<file path="src/mips_alu_pkg.sv">
`timescale 1ns / 1ps
// Shared types and constants for the MIPS execute-stage ALU.
// No dependencies; imported by the ALU top level and its checker.
package mips_alu_pkg;

   localparam int DATA_WIDTH_DEF = 32;
   localparam int FIELD_WIDTH    = 32;
   localparam int OP_WIDTH       = 6;

   typedef enum logic [OP_WIDTH-1:0] {
      OP_ADD   = 6'd0,
      OP_ADDU  = 6'd1,
      OP_SUB   = 6'd2,
      OP_SUBU  = 6'd3,
      OP_MUL   = 6'd4,
      OP_MULU  = 6'd5,
      OP_DIV   = 6'd6,
      OP_DIVU  = 6'd7,
      OP_XOR   = 6'd8,
      OP_NEG   = 6'd9,
      OP_NEGU  = 6'd10,
      OP_REM   = 6'd11,
      OP_REMU  = 6'd12,
      OP_ADDR  = 6'd13,
      OP_STORE = 6'd14,
      OP_SEQ   = 6'd15,
      OP_SGE   = 6'd16,
      OP_SGT   = 6'd17,
      OP_SLE   = 6'd18,
      OP_SLT   = 6'd19,
      OP_SNE   = 6'd20,
      OP_BEQ   = 6'd21,
      OP_BNE   = 6'd22,
      OP_BGE   = 6'd23,
      OP_BLE   = 6'd24,
      OP_BGT   = 6'd25,
      OP_BLT   = 6'd26,
      OP_BEQZ  = 6'd27,
      OP_BNEZ  = 6'd28,
      OP_BGEZ  = 6'd29,
      OP_BLEZ  = 6'd30,
      OP_BGTZ  = 6'd31,
      OP_BLTZ  = 6'd32,
      OP_LINK  = 6'd33,
      OP_MOVE  = 6'd34,
      OP_MFHI  = 6'd35,
      OP_MFLO  = 6'd36,
      OP_NOP   = 6'd37
   } op_type;

   typedef enum logic [1:0] {
      ST_IDLE,
      ST_MUL,
      ST_DIV,
      ST_DONE
   } state_type;

endpackage

</file>
<file path="src/mips_execute_stage_alu_unit.sv">
`timescale 1ns / 1ps
// Simple operations are registered: rsp_valid rises in the cycle after acceptance.
// Multiply and divide step through ST_MUL or ST_DIV, one bit per cycle through
// the shared shift-add / restoring-divide shift registers, then ST_DONE.
// One request per cycle for simple operations while the response is not stalled;
// no new request is taken until a multiply or divide has issued its response.
// Reset (synchronous, active high) clears control state and the hi/lo pair.
module mips_execute_stage_alu_unit #(
   parameter int DATA_WIDTH = mips_alu_pkg::DATA_WIDTH_DEF
) (
   input  logic                                 clock,
   input  logic                                 reset,
   input  logic                                 req_valid,
   output logic                                 req_ready,
   input  logic [mips_alu_pkg::OP_WIDTH-1:0]    req_operation,
   input  logic [mips_alu_pkg::FIELD_WIDTH-1:0] req_operand_a,
   input  logic [mips_alu_pkg::FIELD_WIDTH-1:0] req_operand_b,
   input  logic [mips_alu_pkg::FIELD_WIDTH-1:0] req_immediate,
   input  logic [mips_alu_pkg::FIELD_WIDTH-1:0] req_next_pc,
   input  logic                                 req_write_to_register,
   output logic                                 rsp_valid,
   input  logic                                 rsp_ready,
   output logic [mips_alu_pkg::FIELD_WIDTH-1:0] rsp_result,
   output logic [mips_alu_pkg::FIELD_WIDTH-1:0] rsp_target_address,
   output logic                                 rsp_branch_taken,
   output logic                                 rsp_divide_by_zero
);
   import mips_alu_pkg::*;

   localparam int W  = DATA_WIDTH;
   localparam int CW = $clog2(DATA_WIDTH);

   state_type               state_ff, state_in;
   logic [CW-1:0]           count_ff, count_in;
   op_type                  op_ff, op_in;
   logic                    wr_ff, wr_in;
   logic                    sgn_ff, sgn_in;
   logic                    neg_q_ff, neg_q_in;
   logic                    neg_r_ff, neg_r_in;
   logic                    dz_ff, dz_in;
   logic [W:0]              opnd_ff, opnd_in;
   logic [W:0]              acc_ff, acc_in;
   logic [W-1:0]            shreg_ff, shreg_in;
   logic [W-1:0]            hi_ff, hi_in;
   logic [W-1:0]            lo_ff, lo_in;
   logic                    rsp_valid_ff, rsp_valid_in;
   logic [FIELD_WIDTH-1:0]  rsp_result_ff, rsp_result_in;
   logic [FIELD_WIDTH-1:0]  rsp_target_ff, rsp_target_in;
   logic                    rsp_taken_ff, rsp_taken_in;
   logic                    rsp_dz_ff, rsp_dz_in;

   op_type                  req_op;
   logic [W-1:0]            a_w, b_w;
   logic                    a_lt_b, b_lt_a, a_eq_b, a_zero, a_neg;
   logic                    out_free, accept, br_cond;
   logic [W-1:0]            simple_res;
   logic [FIELD_WIDTH-1:0]  simple_tgt;
   logic                    simple_taken;
   logic                    div_na, div_nb;
   logic [W:0]              mul_sum;
   logic                    mul_sub;
   logic [W:0]              rem_sh;
   logic [W+1:0]            div_diff;
   logic [W-1:0]            quot_fix, rem_fix;

   assign req_op   = op_type'(req_operation);
   assign a_w      = W'(req_operand_a);
   assign b_w      = W'(req_operand_b);
   assign a_lt_b   = $signed(a_w) < $signed(b_w);
   assign b_lt_a   = $signed(b_w) < $signed(a_w);
   assign a_eq_b   = a_w == b_w;
   assign a_zero   = a_w == '0;
   assign a_neg    = a_w[W-1];
   assign out_free = !rsp_valid_ff || rsp_ready;
   assign req_ready = (state_ff == ST_IDLE) && out_free;
   assign accept   = req_valid && req_ready;

   assign mul_sub  = sgn_ff && (count_ff == '0) && shreg_ff[0];
   assign mul_sum  = mul_sub ? acc_ff - opnd_ff
                             : acc_ff + (shreg_ff[0] ? opnd_ff : '0);
   assign rem_sh   = {acc_ff[W-1:0], shreg_ff[W-1]};
   assign div_diff = {1'b0, rem_sh} - {2'b00, opnd_ff[W-1:0]};
   assign quot_fix = neg_q_ff ? W'(-shreg_ff) : shreg_ff;
   assign rem_fix  = neg_r_ff ? W'(-acc_ff[W-1:0]) : acc_ff[W-1:0];

   always_comb begin
      simple_res   = '0;
      simple_tgt   = '0;
      simple_taken = 1'b0;
      br_cond      = 1'b0;
      case (req_op)
         OP_ADD, OP_ADDU:   simple_res = a_w + b_w;
         OP_SUB, OP_SUBU:   simple_res = a_w - b_w;
         OP_XOR:            simple_res = a_w ^ b_w;
         OP_NEG, OP_NEGU:   simple_res = W'(-a_w);
         OP_ADDR:           simple_tgt = req_immediate + FIELD_WIDTH'(a_w);
         OP_STORE: begin
            simple_tgt = req_immediate + FIELD_WIDTH'(a_w);
            simple_res = b_w;
         end
         OP_SEQ:            simple_res = W'(a_eq_b);
         OP_SGE:            simple_res = W'(!a_lt_b);
         OP_SGT:            simple_res = W'(b_lt_a);
         OP_SLE:            simple_res = W'(!b_lt_a);
         OP_SLT:            simple_res = W'(a_lt_b);
         OP_SNE:            simple_res = W'(!a_eq_b);
         OP_BEQ:            br_cond = a_eq_b;
         OP_BNE:            br_cond = !a_eq_b;
         OP_BGE:            br_cond = !a_lt_b;
         OP_BLE:            br_cond = !b_lt_a;
         OP_BGT:            br_cond = b_lt_a;
         OP_BLT:            br_cond = a_lt_b;
         OP_BEQZ:           br_cond = a_zero;
         OP_BNEZ:           br_cond = !a_zero;
         OP_BGEZ:           br_cond = !a_neg;
         OP_BLEZ:           br_cond = a_zero || a_neg;
         OP_BGTZ:           br_cond = !a_zero && !a_neg;
         OP_BLTZ:           br_cond = a_neg;
         OP_LINK:           simple_tgt = req_next_pc;
         OP_MOVE:           simple_res = a_w;
         OP_MFHI:           simple_res = hi_ff;
         OP_MFLO:           simple_res = lo_ff;
         default:           simple_res = '0;
      endcase
      if (req_op inside {[OP_BEQ:OP_BLTZ]}) begin
         simple_taken = br_cond;
         simple_tgt   = br_cond ? req_immediate : req_next_pc;
      end
   end

   always_comb begin
      state_in      = state_ff;
      count_in      = count_ff;
      op_in         = op_ff;
      wr_in         = wr_ff;
      sgn_in        = sgn_ff;
      neg_q_in      = neg_q_ff;
      neg_r_in      = neg_r_ff;
      dz_in         = dz_ff;
      opnd_in       = opnd_ff;
      acc_in        = acc_ff;
      shreg_in      = shreg_ff;
      hi_in         = hi_ff;
      lo_in         = lo_ff;
      rsp_valid_in  = rsp_valid_ff && !rsp_ready;
      rsp_result_in = rsp_result_ff;
      rsp_target_in = rsp_target_ff;
      rsp_taken_in  = rsp_taken_ff;
      rsp_dz_in     = rsp_dz_ff;
      div_na        = (req_op == OP_DIV || req_op == OP_REM) && a_w[W-1];
      div_nb        = (req_op == OP_DIV || req_op == OP_REM) && b_w[W-1];
      case (state_ff)
         ST_IDLE: begin
            if (accept) begin
               op_in    = req_op;
               wr_in    = req_write_to_register;
               count_in = CW'(W - 1);
               acc_in   = '0;
               if (req_op == OP_MUL || req_op == OP_MULU) begin
                  sgn_in   = req_op == OP_MUL;
                  opnd_in  = {(req_op == OP_MUL) && a_w[W-1], a_w};
                  shreg_in = b_w;
                  state_in = ST_MUL;
               end else if (req_op inside {OP_DIV, OP_DIVU, OP_REM, OP_REMU}) begin
                  sgn_in   = 1'b0;
                  dz_in    = b_w == '0;
                  neg_q_in = (div_na ^ div_nb) && (b_w != '0);
                  neg_r_in = div_na;
                  opnd_in  = {1'b0, div_nb ? W'(-b_w) : b_w};
                  shreg_in = div_na ? W'(-a_w) : a_w;
                  state_in = ST_DIV;
               end else begin
                  rsp_valid_in  = 1'b1;
                  rsp_result_in = FIELD_WIDTH'(simple_res);
                  rsp_target_in = simple_tgt;
                  rsp_taken_in  = simple_taken;
                  rsp_dz_in     = 1'b0;
               end
            end
         end
         ST_MUL: begin
            acc_in   = {sgn_ff && mul_sum[W], mul_sum[W:1]};
            shreg_in = {mul_sum[0], shreg_ff[W-1:1]};
            count_in = count_ff - 1'b1;
            if (count_ff == '0) begin
               state_in = ST_DONE;
            end
         end
         ST_DIV: begin
            if (!div_diff[W+1]) begin
               acc_in = div_diff[W:0];
            end else begin
               acc_in = rem_sh;
            end
            shreg_in = {shreg_ff[W-2:0], !div_diff[W+1]};
            count_in = count_ff - 1'b1;
            if (count_ff == '0) begin
               state_in = ST_DONE;
            end
         end
         ST_DONE: begin
            if (out_free) begin
               rsp_valid_in  = 1'b1;
               rsp_result_in = '0;
               rsp_target_in = '0;
               rsp_taken_in  = 1'b0;
               rsp_dz_in     = 1'b0;
               state_in      = ST_IDLE;
               if (op_ff == OP_MUL || op_ff == OP_MULU) begin
                  if (wr_ff) begin
                     rsp_result_in = FIELD_WIDTH'(shreg_ff);
                  end else begin
                     hi_in = acc_ff[W-1:0];
                     lo_in = shreg_ff;
                  end
               end else if (op_ff == OP_DIV || op_ff == OP_DIVU) begin
                  rsp_dz_in = dz_ff;
                  if (wr_ff) begin
                     rsp_result_in = FIELD_WIDTH'(quot_fix);
                  end else begin
                     hi_in = rem_fix;
                     lo_in = quot_fix;
                  end
               end else begin
                  rsp_dz_in     = dz_ff;
                  rsp_result_in = FIELD_WIDTH'(rem_fix);
               end
            end
         end
         default: state_in = ST_IDLE;
      endcase
   end

   always_ff @(posedge clock) begin
      if (reset) begin
         state_ff     <= ST_IDLE;
         rsp_valid_ff <= 1'b0;
         hi_ff        <= '0;
         lo_ff        <= '0;
      end else begin
         state_ff     <= state_in;
         rsp_valid_ff <= rsp_valid_in;
         hi_ff        <= hi_in;
         lo_ff        <= lo_in;
      end
   end

   always_ff @(posedge clock) begin
      count_ff      <= count_in;
      op_ff         <= op_in;
      wr_ff         <= wr_in;
      sgn_ff        <= sgn_in;
      neg_q_ff      <= neg_q_in;
      neg_r_ff      <= neg_r_in;
      dz_ff         <= dz_in;
      opnd_ff       <= opnd_in;
      acc_ff        <= acc_in;
      shreg_ff      <= shreg_in;
      rsp_result_ff <= rsp_result_in;
      rsp_target_ff <= rsp_target_in;
      rsp_taken_ff  <= rsp_taken_in;
      rsp_dz_ff     <= rsp_dz_in;
   end

   assign rsp_valid          = rsp_valid_ff;
   assign rsp_result         = rsp_result_ff;
   assign rsp_target_address = rsp_target_ff;
   assign rsp_branch_taken   = rsp_taken_ff;
   assign rsp_divide_by_zero = rsp_dz_ff;

endmodule

</file>
<file path="config.mk">
export PLATFORM = sky130hd
export DESIGN_NAME = mips_execute_stage_alu_unit
export DESIGN_NICKNAME = d
export VERILOG_FILES = /design/src/mips_alu_pkg.sv /design/src/mips_execute_stage_alu_unit.sv
export SDC_FILE = /design/constraint.sdc
export NUM_CORES = 1
export LEC_CHECK = 0
export CAP_MARGIN = 20
export CORE_MARGIN = 8
export CORE_UTILIZATION = 50
export DETAILED_ROUTE_END_ITERATION = 6
export DONT_BUFFER_PORTS = 1
export GPL_TIMING_DRIVEN = 0
export PLACE_DENSITY = 0.74
export SLEW_MARGIN = 40
export SYNTH_ARGS = -nofsm -noshare
export SYNTH_HDL_FRONTEND = slang
export SYNTH_SLANG_ARGS = --single-unit
export TNS_END_PERCENT = 10
</file>
<file path="constraint.sdc">
create_clock -name clock -period 7.9 [get_ports clock]
set_input_delay 0.395 -clock clock [delete_from_list [all_inputs] [get_ports clock]]
set_output_delay 0.395 -clock clock [all_outputs]
set_load 0.02 [all_outputs]
</file>
==> results of run 1 <==
## metal layers
| layer | routed length (µm) | global-route usage | vias up | part of all wire |
|---|---|---|---|---|
| met5 | 36 | 0 | - | 0.00029 |
| li1 | - | - | 12900 | - |
| met2 | 53800 | 0.602 | 1964 | 0.43 |
| met4 | 8420 | 0.224 | 6 | 0.068 |
| met1 | 47100 | 0.495 | 13600 | 0.38 |
| met3 | 15100 | 0.0983 | 431 | 0.12 |
## worst max-delay path: stages, from the launching register on
cell	delay [ps]
edfxtp_1	650
clkbuf_1	690
clkbuf_1	670
buf_1	500
nand2_1	110
ha_1	260
o21ai_0	210
a21o_1	210
nand2b_1	190
o211ai_1	100
o21ai_0	120
nand2_1	80
o21ai_0	110
ha_1	150
clkbuf_1	240
and3_1	280
nand3_1	190
a2111oi_1	840
o2111ai_1	220
a41oi_1	390
a21boi_0	270
a21oi_1	230
mux2i_1	210
o211ai_1	110
## area by class of cell
type	instances	area [µm²]	share of cell area
Tap cell	688	861	0.0298
Buffer	242	951	0.0330
Multi-Input combinational cell	2759	18400	0.639
Clock inverter	25	199	0.00690
Antenna cell	5	12.5	0.000434
Sequential cell	246	6720	0.233
Clock buffer	32	779	0.0270
Timing Repair Buffer	23	305	0.0106
Inverter	159	597	0.0207
## cells in the final DEF, fill, tap and decap left out, drive strengths merged, types with 23 or more instances in the layout
master	count
o221ai	23
o22ai	65
ha	201
a21o	68
and3	28
o21ai	255
nor2	259
xor2	87
inv	165
nand3	63
nand4	27
o311ai	25
nor2b	27
o211ai	37
nor4	30
nand2b	34
a21oi	335
nor3	87
dfxtp	67
xnor2	177
nand2	294
mux2i	62
a221oi	65
clkbuf	248
a31oi	43
buf	37
or3	69
edfxtp	179
o21a	23
a211oi	44
o31ai	30
a22oi	57
## report_power, final
| part | leakage, nW | switching, mW | internal (mW) | total [mW] |
|---|---|---|---|---|
| Combinational | 8.00 | 1.45 | 0.849 | 2.30 |
| Sequential | 2.26 | 0.285 | 1.62 | 1.90 |
| Clock | 0.463 | 0.646 | 0.759 | 1.41 |
| Total | 10.7 | 2.38 | 3.22 | 5.61 |
## final timing paths
kind | to | slack (ps) | cells past startpoint
worst min register to register | hi_ff[29] | 480 | 2
worst min-delay path | rsp_target_address[24] | 5 | 1
worst max-delay path | acc_ff[30] | 630 | 23
worst max register to register | acc_ff[30] | 630 | 23
## metrics by stage
step | util | cell area [µm²]
4_1_cts | 0.548 | 28800
3_3_place_gp | 0.522 | 27400
5_1_grt | 0.549 | 28800
2_1_floorplan | - | 26600
3_5_place_dp | 0.528 | 27700
6_report | 0.549 | 28800
## state kept, by name (all words and copies together) (netlist names)
name,cells
neg_r_ff,1
wr_ff,1
opnd_ff,33
op_ff,5
sgn_ff,1
hi_ff,32
count_ff,5
rsp_result,32
state_ff,2
rsp_branch_taken,1
shreg_ff,32
lo_ff,32
rsp_target_address,32
acc_ff,33
rsp_divide_by_zero,1
dz_ff,1
neg_q_ff,1
rsp_valid,1
## kinds of logic (layout without fill, tap and decap cells)
logic type,after synthesis,count (layout),synth area share
AOI/OAI and AO/OA,1227,1227,0.300
xor gates and xnor gates,264,264,0.0870
adders and majority gates,206,206,0.0984
buffers and inverters,401,481,0.0576
DFF,246,246,0.253
muxes,64,64,0.0242
other,0,5,0
and+or+nand+nor,998,998,0.180
## what timing repair did
item | 4_1_cts | 5_1_grt
gates resized for setup | 0 | 0
endpoints found under the setup margin | 0 | 0
hold buffers | 12 | 0
hold endpoints to repair | 10 | 0
setup buffers | 0 | 0
==> flow_metrics.tcl, run 1 <==
set metrics [dict create \
    pin_count 207 \
    hp-class "input pin to register" \
    portBuffers 0 \
    cp-end-kind "register" \
    grt_pass1_vias 26900 \
    firstDrtPassIters 7 \
    failed_checks "DRC" \
    numCtsBuffers 31 \
    drt_iter0_drc 3939 \
    yosysSeqAreaShare 0.253 \
    gp_congestion 1.05 \
    cp.required_ps 8240 \
    clkSlewWorstSetupHoldPaths_ps 60 \
    place_hpwl_um 101000 \
    wl_um 124000 \
    fmax_mhz 137 \
    synth_most_common_cell "a21oi_1" \
    pwr_density_cell_nw_per_um2 194 \
    yosysUniqueCellTypes 89 \
    via_per_inst 6.93 \
    place_inst 4105 \
    timing.hold.ws_ps 5.17 \
    synth_nets 3751 \
    antenna_found_initial 5 \
    yosys-top-cells-count "a21oi_1 (335), nand2_1 (294), nor2_1 (259)" \
    die_h_um 247 \
    cts_tree "done" \
    rows 84 \
    dieArea_um2 60800 \
    cp.arrival_ps 7610 \
    cap_violations 0 \
    yosys_warnings 0 \
    fin_crit_sh 0.921 \
    htree_levels 1 \
    clock_path_buffers 3 \
    synth_edf_count 179 \
    final_nets 3807 \
    drive_gt1_frac 0.0387 \
    hold_viol 0 \
    start_kind "register" \
    wl_per_cell_um 29.8 \
    ir_worst_vdd_uv 196 \
    synth_top_area_frac 0.202 \
    cts_root_buffer "clkbuf_16" \
    core_area_um2 52600 \
    power.leakage_nw 10.7 \
    area_delta_synth_final_pct 8.50 \
    fin_ws_ps 627 \
    cp-startpoint "shreg_ff[0]" \
    ys.flop_type "edfxtp_1" \
    yosys.area.top_type "edfxtp_1" \
    final_antenna_net_count 0 \
    grt_pass1_wl_um 179000 \
    final-setup-viol-count 0 \
    worst_slew_pin_slew_ps 1010 \
    async_flop_share 0 \
    fin_crit_ps 7270 \
    clk_latency_ps 610 \
    skew_ps 24.2 \
    drcViolationCount 1 \
    nFillCells 5192 \
    start_util 0.506 \
    grt_usage 0.391 \
    power.total_mw 5.61 \
    netlist_area_um2 26600 \
    worst-setup-path-type "register to register" \
    rsz0062_at_grt "no" \
    r2r_start "shreg_ff[0]" \
    dpl_worst_slack_ps 854 \
    slew_headroom 0.319 \
    syn_avg_cell_area_um2 7.81 \
    worstHoldStart "req_next_pc[24]" \
    crit_fanout 10 \
    grt_max_degree 23 \
    overflow 0 \
    outcome "complete, but fails checks" \
    cts.sinks 246 \
    layoutNonFillerInstCount 4179 \
    slew_violations 0 \
    synth-seq-cells 246 \
    synth_area_leaders "edfxtp_1 (20%), ha_1 (9.5%), a21oi_1 (6.3%)" \
    via_count 28900 \
    syn_inst 3406 \
    fin_setup_tns_ps 0 \
    die_w_um 247 \
]
Power figures use the tool's default switching activity.
==> run 2, diff against run 1 <==
- REMOVE_ABC_BUFFERS: unset -> 1
==> run 2 against run 1 <==
The flow now finishes without violations. Maximum frequency increased by 23%. Hold slack better by 26 ps. Sequential power hardly changed. Largest cell class unchanged. Largest power group unchanged.
==> flow_metrics.tcl, run 2 (synthesis gave the netlist of run 1 again) <==
set metrics [dict create \
    power.leakage_nw 10.7 \
    cp.arrival_ps 6220 \
    antenna_found_initial 1 \
    clkSlewWorstSetupHoldPaths_ps 60 \
    fin_ws_ps 1990 \
    rows 84 \
    start_util 0.506 \
    die_w_um 247 \
    rrSetupSlack_ps 1990 \
    firstDrtPassIters 6 \
    postCtsResizedCells 0 \
    final_antenna_net_count 0 \
    grt_pass1_vias 24500 \
    cp.required_ps 8210 \
    final_nets 3614 \
    slew_headroom 0.421 \
    fmax_mhz 169 \
    grt_usage 0.294 \
    worstHoldEndpoint "rsp_target_address[24]" \
    rsz0062_at_grt "no" \
    slew_violations 0 \
    final-setup-viol-count 0 \
    hp-class "input pin to register" \
    grt_max_degree 68 \
    overflow 0 \
    r2r_start "shreg_ff[0]" \
    drcViolationCount 0 \
    clock_path_buffers 3 \
    layoutNonFillerInstCount 3979 \
    worst_slew_pin_slew_ps 868 \
    post_cts_buffers 0 \
    cap_violations 0 \
    fin_crit_ps 5910 \
    crit_fanout 19 \
    via_per_inst 6.67 \
    pin_count 207 \
    final_common_cell "a21oi_1" \
    grt_pass1_wl_um 144000 \
    cts_tree "done" \
    pwr_density_cell_nw_per_um2 193 \
    cts.sinks 246 \
    reg2regPathDepth 20 \
    drive_gt1_frac 0.0553 \
    worst-setup-path-type "register to register" \
    outcome "finished clean" \
    ir_worst_vdd_uv 147 \
    htree_levels 1 \
    via_count 26600 \
    utilization 0.540 \
    die_h_um 247 \
    area_delta_synth_final_pct 6.79 \
    nFillCells 4969 \
    fin_crit_sh 0.748 \
    numCtsBuffers 28 \
    cts_hold_buffers 8 \
    cts_root_buffer "clkbuf_16" \
    portBuffers 0 \
    worstHoldStart "req_next_pc[24]" \
    start_kind "register" \
    cp-end-kind "register" \
    dieArea_um2 60800 \
    reg.largest.list "acc_ff x33, opnd_ff x33" \
    gp_congestion 0.963 \
    fin_setup_tns_ps 0 \
    place_inst 3918 \
    hold_depth 1 \
    drt_iter0_drc 3231 \
    cp-startpoint "shreg_ff[0]" \
    r2r-end "acc_ff[30]" \
    clk_latency_ps 580 \
    num_antenna_cells 0 \
    core_area_um2 52600 \
    wl_um 94100 \
    hold_viol 0 \
    layout_common_cells "a21oi_1 (334), nand2_1 (289), nor2_1 (251), o21ai_0 (248), ha_1 (197)" \
    wl_per_cell_um 23.7 \
    dpl_worst_slack_ps 2060 \
    place_hpwl_um 73000 \
    skew_ps 12.3 \
]
## run 2: critical path, cell delays in order, from the launching register on
cell and delay, ps:
edfxtp_1 660, buf_6 280, buf_6 170, inv_1 420
o21ai_0 340, a21o_1 280, nand2b_1 190, o211ai_1 160
o21ai_0 100, nand2_1 90, o21ai_0 120, ha_1 440
and3_1 260, nand3_1 170, a2111oi_2 590, o2111ai_1 180
a41oi_1 360, a21boi_0 250, a21oi_1 220, mux2i_1 210
o211ai_1 100
## run 2: power breakdown
group	total [mW]	switching, mW	internal [mW]
clock	1.42	0.584	0.835
combinational	2.13	1.28	0.846
sequential	1.93	0.311	1.62
total	5.48	2.18	3.30
## run 2: layer usage
layer,global-route usage,vias up,part of all wire
met3,0.0481,207,0.10
met5,0,-,0.000096
met1,0.386,12400,0.40
met2,0.474,1479,0.45
met4,0.129,2,0.047
li1,-,12500,-
## run 2: worst max path at each step
stage	to	slack, ps	cells after the start
2_1_floorplan	hi_ff[8]	-1220	6
3_3_place_gp	hi_ff[8]	-6990	6
3_5_place_dp	acc_ff[30]	2060	20
4_1_cts	acc_ff[30]	2020	20
5_1_grt	acc_ff[30]	1630	20
6_report	acc_ff[30]	1990	20
## run 2: through the flow
stage | power [mW] | hold WS (ps) | area (µm²)
2_1_floorplan | 3.42 | 425 | 25700
3_3_place_gp | 3.95 | 465 | 26500
3_5_place_dp | 4.01 | 469 | 27300
4_1_cts | 5.45 | 14.6 | 28400
5_1_grt | 5.75 | 40.5 | 28400
6_report | 5.48 | 30.8 | 28400
## run 2: layout make-up
cell class                      instances  area, µm²  share of cell area
Tap cell                              688        861              0.0303
Clock buffer                           43        882              0.0311
Multi-Input combinational cell       2759      18500               0.652
Sequential cell                       246       6720               0.237
Clock inverter                          9        108             0.00379
Inverter                              159        602              0.0212
Timing Repair Buffer                   75        698              0.0246
